### src/sv/dedc_pkg.sv
// Shared types, codes and CRC helpers for the DLE escape deframer with CRC check.
package dedc_pkg;

  localparam int BUF_BYTES_DEFAULT = 64;
  localparam int QDEPTH            = 4;

  localparam logic [7:0] CH_SOH = 8'h01;
  localparam logic [7:0] CH_EOT = 8'h04;
  localparam logic [7:0] CH_DLE = 8'h10;

  typedef enum logic [2:0] {
    KIND_DATA    = 3'd0,
    KIND_OK      = 3'd1,
    KIND_BAD     = 3'd2,
    KIND_NOFRAME = 3'd3,
    KIND_OVER    = 3'd4
  } kind_t;

  typedef struct packed {
    logic [7:0] byte_in;
    logic       last_in_packet;
  } in_item_t;

  typedef struct packed {
    kind_t      kind;
    logic [7:0] data_byte;
    logic [5:0] payload_length;
    logic       last_of_run;
  } out_item_t;

  // All results caused by one input byte, oldest first.
  typedef struct packed {
    logic [1:0] n;
    out_item_t  r0;
    out_item_t  r1;
  } run_t;

  typedef struct packed {
    logic push;
    run_t run;
  } q_wr_t;

  typedef struct packed {
    logic empty;
    run_t run;
  } q_rd_t;

  function automatic logic [15:0] nib_tab(input logic [3:0] i);
    logic [15:0] v;
    case (i)
      4'h0:    v = 16'h0000;
      4'h1:    v = 16'h1021;
      4'h2:    v = 16'h2042;
      4'h3:    v = 16'h3063;
      4'h4:    v = 16'h4084;
      4'h5:    v = 16'h50a5;
      4'h6:    v = 16'h60c6;
      4'h7:    v = 16'h70e7;
      4'h8:    v = 16'h8108;
      4'h9:    v = 16'h9129;
      4'ha:    v = 16'ha14a;
      4'hb:    v = 16'hb16b;
      4'hc:    v = 16'hc18c;
      4'hd:    v = 16'hd1ad;
      4'he:    v = 16'he1ce;
      default: v = 16'hf1ef;
    endcase
    return v;
  endfunction

  // CRC-16 (poly 0x1021), one byte as two nibble steps, high nibble first.
  function automatic logic [15:0] crc_byte(input logic [15:0] c, input logic [7:0] b);
    logic [15:0] v;
    v = nib_tab(c[15:12] ^ b[7:4]) ^ {c[11:0], 4'h0};
    v = nib_tab(v[15:12] ^ b[3:0]) ^ {v[11:0], 4'h0};
    return v;
  endfunction

endpackage

### src/sv/dle_escape_deframer_crc_check.sv
// Top level of the SOH/DLE/EOT deframer with CRC-16 frame check.
//
//   channel  direction  handshake              payload
//   in       receive    in_valid / in_ready    in_item  (byte_in, last_in_packet)
//   out      send       out_valid / out_ready  out_item (kind, data_byte,
//                                                       payload_length, last_of_run)
//
// One byte transaction is taken every cycle while the run queue has room; the
// front end updates frame state and the CRC (two nibble table steps) in that cycle.
// Results leave at one per cycle through the output register while out_ready is high,
// so a byte that causes two results takes two out transactions; records pass the queue, then the output register.
// Reset (rst, synchronous) clears frame state, the escape flag, queue and output valid.
// A stall on out fills the four-record queue; in_ready then drops until a record is popped.
module dle_escape_deframer_crc_check import dedc_pkg::*; #(
  parameter int BUF_BYTES = BUF_BYTES_DEFAULT
) (
  input  logic      clk,
  input  logic      rst,
  input  logic      in_valid,
  output logic      in_ready,
  input  in_item_t  in_item,
  output logic      out_valid,
  input  logic      out_ready,
  output out_item_t out_item
);

  q_wr_t q_wr;
  q_rd_t q_rd;
  logic  q_full;
  logic  q_pop;
  logic  in_accept;

  // Accept whenever a record slot is free; bytes with no result take no slot.
  assign in_ready  = !q_full;
  assign in_accept = in_valid && in_ready;

  dedc_front #(
    .BUF_BYTES(BUF_BYTES)
  ) u_front (
    .clk    (clk),
    .rst    (rst),
    .accept (in_accept),
    .item   (in_item),
    .q_wr   (q_wr)
  );

  dedc_queue u_queue (
    .clk  (clk),
    .rst  (rst),
    .q_wr (q_wr),
    .pop  (q_pop),
    .q_rd (q_rd),
    .full (q_full)
  );

  dedc_back u_back (
    .clk       (clk),
    .rst       (rst),
    .q_rd      (q_rd),
    .pop       (q_pop),
    .out_valid (out_valid),
    .out_ready (out_ready),
    .out_item  (out_item)
  );

endmodule

### src/sv/dedc_front.sv
// Front end: unstuffs bytes, keeps frame state and CRC, emits one run record per byte that causes a result.
module dedc_front import dedc_pkg::*; #(
  parameter int BUF_BYTES = BUF_BYTES_DEFAULT
) (
  input  logic     clk,
  input  logic     rst,
  input  logic     accept,
  input  in_item_t item,
  output q_wr_t    q_wr
);

  localparam int CNT_W = $clog2(BUF_BYTES + 1);
  localparam logic [CNT_W-1:0] CNT_FULL = CNT_W'(BUF_BYTES);
  localparam logic [CNT_W-1:0] CNT_TWO  = CNT_W'(2);

  logic             escape_pending, escape_pending_next;
  logic [CNT_W-1:0] frame_count, frame_count_next;
  logic [15:0]      running_crc, running_crc_next;
  logic [7:0]       held0, held0_next, held1, held1_next;
  logic             skip_rest, skip_rest_next;
  logic             overflowed, overflowed_next;

  logic      is_soh, is_dle, is_eot, append, first_ok, no_frame;
  out_item_t first, nofr;
  run_t      run;

  always_comb begin
    escape_pending_next = escape_pending;
    frame_count_next    = frame_count;
    running_crc_next    = running_crc;
    held0_next          = held0;
    held1_next          = held1;
    skip_rest_next      = skip_rest;
    overflowed_next     = overflowed;
    first               = '0;
    first.kind          = KIND_DATA;
    first_ok            = 1'b0;
    nofr                = '0;
    nofr.kind           = KIND_NOFRAME;

    is_soh = item.byte_in == CH_SOH;
    is_dle = item.byte_in == CH_DLE;
    is_eot = item.byte_in == CH_EOT;
    append = !skip_rest && (escape_pending || !(is_soh || is_dle || is_eot));

    if (!skip_rest) begin
      if (escape_pending) begin
        escape_pending_next = 1'b0;
      end else if (is_dle) begin
        escape_pending_next = 1'b1;
      end else if (is_soh) begin
        frame_count_next = '0;
        running_crc_next = '0;
        held0_next       = '0;
        held1_next       = '0;
        overflowed_next  = 1'b0;
      end else if (is_eot && frame_count > CNT_TWO) begin
        first_ok       = 1'b1;
        skip_rest_next = 1'b1;
        if (!overflowed && {held1, held0} == running_crc) begin
          first.kind           = KIND_OK;
          first.payload_length = 6'(frame_count - CNT_TWO);
        end else begin
          first.kind = KIND_BAD;
        end
      end
    end

    if (append) begin
      if (frame_count == CNT_FULL) begin
        // Flag only the first dropped byte of the frame.
        if (!overflowed) begin
          overflowed_next = 1'b1;
          first_ok        = 1'b1;
          first.kind      = KIND_OVER;
        end
      end else begin
        if (frame_count >= CNT_TWO) begin
          running_crc_next = crc_byte(running_crc, held0);
          held0_next       = held1;
          held1_next       = item.byte_in;
        end else if (frame_count[0]) begin
          held1_next = item.byte_in;
        end else begin
          held0_next = item.byte_in;
        end
        frame_count_next = frame_count + CNT_W'(1);
        first_ok         = 1'b1;
        first.kind       = KIND_DATA;
        first.data_byte  = item.byte_in;
      end
    end

    no_frame = !skip_rest && item.last_in_packet && !skip_rest_next;

    if (item.last_in_packet) begin
      skip_rest_next   = 1'b0;
      frame_count_next = '0;
      running_crc_next = '0;
      held0_next       = '0;
      held1_next       = '0;
      overflowed_next  = 1'b0;
    end

    run = '0;
    if (first_ok) begin
      run.r0 = first;
      if (no_frame) begin
        run.n              = 2'd2;
        run.r1             = nofr;
        run.r1.last_of_run = 1'b1;
      end else begin
        run.n              = 2'd1;
        run.r0.last_of_run = 1'b1;
      end
    end else if (no_frame) begin
      run.n              = 2'd1;
      run.r0             = nofr;
      run.r0.last_of_run = 1'b1;
    end
  end

  assign q_wr.push = accept && (run.n != 2'd0);
  assign q_wr.run  = run;

  always_ff @(posedge clk) begin
    if (rst) begin
      escape_pending <= 1'b0;
      frame_count    <= '0;
      running_crc    <= '0;
      held0          <= '0;
      held1          <= '0;
      skip_rest      <= 1'b0;
      overflowed     <= 1'b0;
    end else if (accept) begin
      escape_pending <= escape_pending_next;
      frame_count    <= frame_count_next;
      running_crc    <= running_crc_next;
      held0          <= held0_next;
      held1          <= held1_next;
      skip_rest      <= skip_rest_next;
      overflowed     <= overflowed_next;
    end
  end

endmodule

### src/sv/dedc_queue.sv
// Short FIFO of run records between the front and back ends.
module dedc_queue import dedc_pkg::*; (
  input  logic  clk,
  input  logic  rst,
  input  q_wr_t q_wr,
  input  logic  pop,
  output q_rd_t q_rd,
  output logic  full
);

  localparam int QA_W = $clog2(QDEPTH);

  run_t            mem [QDEPTH];
  logic [QA_W-1:0] wr_ptr, rd_ptr;
  logic [QA_W:0]   count;

  assign full       = count == (QA_W+1)'(QDEPTH);
  assign q_rd.empty = count == '0;
  assign q_rd.run   = mem[rd_ptr];

  always_ff @(posedge clk) begin
    if (q_wr.push) begin
      mem[wr_ptr] <= q_wr.run;
    end
  end

  always_ff @(posedge clk) begin
    if (rst) begin
      wr_ptr <= '0;
      rd_ptr <= '0;
      count  <= '0;
    end else begin
      if (q_wr.push) begin
        wr_ptr <= wr_ptr + QA_W'(1);
      end
      if (pop) begin
        rd_ptr <= rd_ptr + QA_W'(1);
      end
      case ({q_wr.push, pop})
        2'b10:   count <= count + (QA_W+1)'(1);
        2'b01:   count <= count - (QA_W+1)'(1);
        default: count <= count;
      endcase
    end
  end

endmodule

### src/sv/dedc_back.sv
// Back end: expands run records into single results behind an output register.
module dedc_back import dedc_pkg::*; (
  input  logic      clk,
  input  logic      rst,
  input  q_rd_t     q_rd,
  output logic      pop,
  output logic      out_valid,
  input  logic      out_ready,
  output out_item_t out_item
);

  logic      pending;
  out_item_t pend_item;
  logic      load;

  // Output register free when empty or being taken this cycle.
  assign load = !out_valid || out_ready;
  assign pop  = load && !pending && !q_rd.empty;

  always_ff @(posedge clk) begin
    if (rst) begin
      out_valid <= 1'b0;
      pending   <= 1'b0;
    end else if (load) begin
      if (pending) begin
        out_valid <= 1'b1;
        pending   <= 1'b0;
      end else if (!q_rd.empty) begin
        out_valid <= 1'b1;
        pending   <= q_rd.run.n == 2'd2;
      end else begin
        out_valid <= 1'b0;
      end
    end
  end

  always_ff @(posedge clk) begin
    if (load) begin
      if (pending) begin
        out_item <= pend_item;
      end else if (!q_rd.empty) begin
        out_item  <= q_rd.run.r0;
        pend_item <= q_rd.run.r1;
      end
    end
  end

endmodule

### config.mk
export PLATFORM = sky130hd
export DESIGN_NAME = dle_escape_deframer_crc_check
export DESIGN_NICKNAME = d
export VERILOG_FILES = /design/src/sv/dedc_pkg.sv /design/src/sv/dle_escape_deframer_crc_check.sv /design/src/sv/dedc_front.sv /design/src/sv/dedc_queue.sv /design/src/sv/dedc_back.sv
export SDC_FILE = /design/constraint.sdc
export NUM_CORES = 1
export LEC_CHECK = 0
export CORE_AREA = 2 2 109 111
export CTS_BUF_LIST = sky130_fd_sc_hd__clkbuf_16
export CTS_CLUSTER_DIAMETER = 120
export DETAILED_ROUTE_END_ITERATION = 6
export DIE_AREA = 0 0 111 113
export DONT_BUFFER_PORTS = 1
export PLACE_DENSITY = 0.76
export SLEW_MARGIN = 20
export SYNTH_ARGS = -nofsm -noshare
export SYNTH_HDL_FRONTEND = slang
export SYNTH_SLANG_ARGS = --single-unit
### constraint.sdc
create_clock -name clk -period 5.4 [get_ports clk]
set_input_delay 1.08 -clock clk [delete_from_list [all_inputs] [get_ports clk]]
set_output_delay 1.08 -clock clk [all_outputs]
set_load 0.005 [all_outputs]
# Word level (Yosys, flattened, before mapping)
# Memory sizes are Yosys's and may differ from the RTL's. A register that Yosys moved wholly into a read port is not among the register bits.
# Index checks and enable logic that the tools add are counted.
[word_totals]
register_bits = 87
ramBits = 148
mem_bits_ro = 384
in_bits = 13
memories = 3
[mem_list]
columns = ["memory", "depth", "width", "read_ports", "rd_ports_with_merged_regs", "wr", "line_no", "rtl"]
rows = [
  ["(name not given)", 16, 12, 1, 0, 0, "dedc_pkg.sv:50", "case (i)"],
  ["(name not given)", 16, 12, 1, 0, 0, "dedc_pkg.sv:50", ""],
  ["u_queue.mem", 4, 37, 1, 1, 1, "dedc_queue.sv:13", "run_t mem [QDEPTH];"],
]
[classes]
n_addsub = 6
magnitude_cmp = 2
n_eq_ne = 10
muxes = 92
bitwise = 7
n_reduce_logical = 27
[ops]
columns = ["op", "count"]
rows = [
  ["two-way mux 16 bit", 14],
  ["two-way mux 8 bit", 19],
  ["two-way mux 7 bit", 7],
  ["two-way mux 18 bit", 2],
  ["two-way mux 6 bit", 6],
  ["two-way mux 17 bit", 2],
  ["bitwise XOR 16 bit", 2],
  ["two-way mux 1 bit", 27],
  ["two-way mux 3 bit", 7],
  ["two-way mux 20 bit", 1],
  ["two-way mux 19 bit", 1],
  ["== test 16 bit", 1],
  ["two-way mux 11 bit", 1],
  ["logical AND 1 bit", 9],
  ["== test 8 x 1 -> 1 bit (second input constant)", 1],
  ["== test 8 x 3 -> 1 bit (second input constant)", 1],
  ["== test 8 x 5 -> 1 bit (second input constant)", 1],
  ["zero test 1 bit", 8],
  ["two-way mux 2 bit", 4],
  ["bitwise XOR 4 bit", 2],
  ["adder 7 x 1 -> 7 bit (second input constant)", 1],
  ["== test 7 bit (second input constant)", 1],
  [">= comparator 7 x 2 -> 1 bit (second input constant)", 1],
  ["> comparator 7 x 2 -> 1 bit (second input constant)", 1],
  ["15 further kinds", 24],
]

# Longest topological paths before layout
# An unclocked memory read counts as a cell.
[depth]
word_depth = 18
mapped_depth = 16
mapped_depth_nobuf = 15

# By module
# From an unflattened synthesis, not the netlist that was laid out.
[hier_totals]
cells_unflattened = 664
area_unflattened_um2 = 10339.9
[modules_own_cells]
columns = ["mod", "instances", "cells_each", "area_per_inst_um2", "seq_area_each_um2"]
rows = [
  ["dedc_queue", 1, 245, 5931.9, 4744.6],
  ["dedc_front", 1, 349, 2992.9, 840.8],
  ["dedc_back", 1, 68, 1405.1, 1121.1],
  ["dle_escape_deframer_crc_check", 1, 2, 10.0, 0.0],
]

# Worst setup path after synthesis
# OpenSTA, ideal clock, no wires.
[synth_path]
path_kind = "input to register"
startpoint = "input port in_item[2] (netlist name)"
endpoint = "register u_queue.count[2]"
t_arrival_ps = 3679
slack_ps = 1651
cell_stages = 15
n_path_buf = 1
cell_sequence = "nor4_2 > and2_1 > a21o_1 > buf_2 > a21oi_1 > nor2_1 > ha_1 > nor2_1 > inv_1 > ha_1 > inv_1 > fa_1 > xor2_1 > or3_1 > a21oi_1"
[synth_via]
elab_chain_cells = 15
elab_cells_between_ends = 29
[synth_rtl]
columns = ["item", "line_no", "rtl"]
rows = [
  ["start, declared", "dle_escape_deframer_crc_check.sv:21", "input in_item_t in_item,"],
  ["== test 8 x 3 -> 1 bit", "dedc_front.sv:43", "is_eot = item.byte_in == CH_EOT;"],
  ["logical AND 1 bit", "dedc_front.sv:57", "end else if (is_eot && frame_count > CNT_TWO) begin"],
  ["two-way mux 1 bit", "dedc_front.sv:57", ""],
  ["two-way mux 1 bit", "dedc_front.sv:51", "end else if (is_soh) begin"],
  ["two-way mux 1 bit", "dedc_front.sv:49", "end else if (is_dle) begin"],
  ["two-way mux 1 bit", "dedc_front.sv:47", "if (escape_pending) begin"],
  ["two-way mux 1 bit", "dedc_front.sv:46", "if (!skip_rest) begin"],
  ["two-way mux 1 bit or zero test 1 bit (tied branches)", "dedc_front.sv:72, dedc_front.sv:94", ""],
  ["two-way mux 1 bit or logical AND 1 bit (tied branches)", "dedc_front.sv:70, dedc_front.sv:94", ""],
  ["two-way mux 1 bit, or another cell as far along", "dedc_front.sv:69", "if (append) begin"],
  ["two-way mux 20 bit *", "dedc_front.sv:106", "if (first_ok) begin"],
  ["nonzero test 2 bit *", "dedc_front.sv:123", "assign q_wr.push = accept && (run.n != 2'd0);"],
  ["logical AND 1 bit *", "dedc_front.sv:123", ""],
  ["== test 2 x 1 -> 1 bit or == test 2 bit (tied branches)", "dedc_queue.sv:39", "case ({q_wr.push, pop})"],
  ["case mux 3 bit (2 select lines) or nonzero test 2 bit (tied branches)", "n/a", ""],
  ["end signal, assigned", "dedc_queue.sv:40", "2'b10: count <= count + (QA_W+1)'(1);"],
  ["end signal, assigned", "dedc_queue.sv:41", "2'b01: count <= count - (QA_W+1)'(1);"],
  ["end signal, assigned", "dedc_queue.sv:42", "default: count <= count;"],
  ["end, declared", "dedc_queue.sv:15", "logic [QA_W:0] count;"],
]
# Every way passes the cells marked *; elsewhere a longest branch is shown, timed or not.
# A chain may end at the register's enable or synchronous reset.

# Final worst setup path
# Ends and elaborated chain as after synthesis.

==> reports/results.ini <==
[run_status]
status=finished clean

[clock_tree]
cts-resized-gates=0
cts.htree.levels=4
cts_num_sinks=148
worstSkewPairLatency_ns=0.42
cts_tree=built
clock_path_buffers=2
cts_root_buf=clkbuf_16
clk_pin_slew_ns=0.06
cts_setup_buffers=0
cts_hold_buffers=0
cts_buffers=17

[placed_design]
dp_hpwl_um=9050
place_congestion=0.887
port_buffers=0

[cells_and_area]
multiInputGateArea_um2=2570
area_delta_synth_final_pct=9.71
drive_above_1_share=0.107
seq_area_um2=3910
mostFrequentLayoutCell=edfxtp_1
final_cell_mix=edfxtp_1, dfxtp_1, nor2_1
fillCellCount=797
diodes=0
final_nets=544

[synthesis]
synth_edf_count=95
synth_ff_type=edfxtp_1
synthTopCellsByArea=edfxtp_1, dfxtp_1, mux4_2
yosysTopAreaCell=edfxtp_1
synth.yosys.seq_area_share=0.588
syn_inst=520
ys_async_sr_fraction=0
synth-seq-cells=148
yosysTopAreaCellShare=0.428
ys_types=57
syn_area_um2=6660
yosysWarnings=0
synth.avg_cell_area_um2=12.8
syn-num-nets=546

[sta]
worstMarginPinSlew_ns=0.937
tns_ns=0
rsz0062_at_grt=false
finalSetupViolations=0
finClkSkew_ns=0.00787
whs_ns=0.518
period_needed_ns=3.84
max_slew_margin=0.375
timing_hold_violations_final=0
report.final.slew_viol_count=0
fmax_mhz=260
fin_crit_sh=0.711

[detailed_routing]
wirelength_um=13500
via_per_inst=6.17
ant_nets=0
drt-wirelength-per-cell_um=20.0
remaining_drc_errors=0
first_iter_violations=298
drtPass1Iterations=5
num_vias=4158

[floorplan]
fp.dieArea_um2=12500
num_io_pins=33
dieWidth_um=111
fp-row-count=39
initial_utilization=0.591
fp.dieH_um=113
design.core.area_um2=11300

[global_routing]
grt_max_degree=24
grt_pass1_wl_um=22100
grt_pass1_vias=4196
overflow=0
antenna_found_initial=0
grt_use_total=0.229

[worst_hold_path]
hold_path_class=flop to flop
whs_path_depth=2

[critical_path]
end_kind=flop
crit_type=input pin to flop
startpoint_type=input pin
critPathMaxFanout=11
required_ns=5.75
reg2reg_depth=16
arrival_ns=4.19

[power_and_ir_drop]
ir_drop_mv=0.292
leakagePower_uw=0.00258
finalPower_uw=3240
pwr_density_cell_nw_per_um2=443

[job]
drv_cap=0

[critical path, cell delays in order]
cell and delay, ns:
nor4_2 0.46, and2_1 0.30, a21o_1 0.35, a21oi_1 0.14, nor2_1 0.14, ha_1 0.18, nor2_1 0.12, inv_1 0.11
ha_1 0.19, inv_1 0.07, fa_1 0.42, xor2_1 0.16, or3_1 0.31, a21oi_1 0.14
[metrics by stage]
| step | std cells | util | setup WS (ns) | instance area [um^2] |
|---|---|---|---|---|
| after floorplan | 520 | - | 1.65 | 6660 |
| after global placement | 642 | 0.599 | 1.29 | 6750 |
| after detailed placement | 642 | 0.599 | 1.21 | 6750 |
| after CTS | 674 | 0.648 | 1.60 | 7310 |
| after global routing | 674 | 0.648 | 1.38 | 7310 |
| final | 674 | 0.648 | 1.56 | 7310 |
[sequential cells by signal, summed over array words and instances, names as in the netlist, 2 cells and up, named ones only]
signal	flops
u_front.held1	8
u_queue.wr_ptr	2
u_queue.rd_ptr	2
u_queue.mem	76
u_front.held0	8
u_queue.count	3
u_back.out_item	18
u_front.running_crc	16
u_front.frame_count	7
[cell type report]
class	instances	area share
well taps	143	0.0245
inverters	17	0.00873
clock inverters	14	0.0140
clock buffers	18	0.0616
multi-input cells	330	0.351
repair buffers	4	0.00411
flip-flops and latches	148	0.536
[final timing paths]
| check | end | start | slack (ns) |
|---|---|---|---|
| worst max-delay path | u_queue.count[2] | in_item[2] | 1.56 |
| worst min-delay path | u_queue.count[2] | u_queue.count[2] | 0.52 |
| worst max register to register | u_queue.count[2] | u_front.frame_count[0] | 1.80 |
| worst min register to register | u_queue.count[2] | u_queue.count[2] | 0.52 |
[cell families (layout without fill, tap and decap cells)]
logic type                 after synthesis  after routing  share of synthesized area
adders and majority gates               13             13                     0.0255
DFF                                    148            148                      0.588
muxes                                   19             19                     0.0642
and+or+nand+nor                        159            159                      0.126
buffers and inverters                   42             53                     0.0269
AOI/OAI and AO/OA                       89             89                      0.104
xor gates and xnor gates                50             50                     0.0658
[Yosys cell counts, drive strengths merged, types with 7 or more instances]
cell / count
o31ai: 9
a41oi: 8
dfxtp: 53
edfxtp: 95
a311oi: 7
ha: 12
nand3: 12
nor3: 8
inv: 16
xor2: 16
o32ai: 8
nand2: 30
nor2: 40
clkbuf: 14
buf: 11
xnor2: 34
nor2b: 24
a22o: 13
a21oi: 14
mux4: 19
o21ai: 8
and2: 14
[routing by layer]
metal	vias to the layer above	wire length [um]	GRT usage
met3	23	675	0.0482
li1	1949	-	-
met4	0	259	0.101
met2	138	6580	0.371
met1	2048	5990	0.304
met5	-	0	0
[report_power, final]
group | switching [uW] | internal [uW]
Sequential | 104 | 1440
Clock | 444 | 649
Combinational | 346 | 254
Total | 894 | 2340
(Power assumes the default switching activity.)
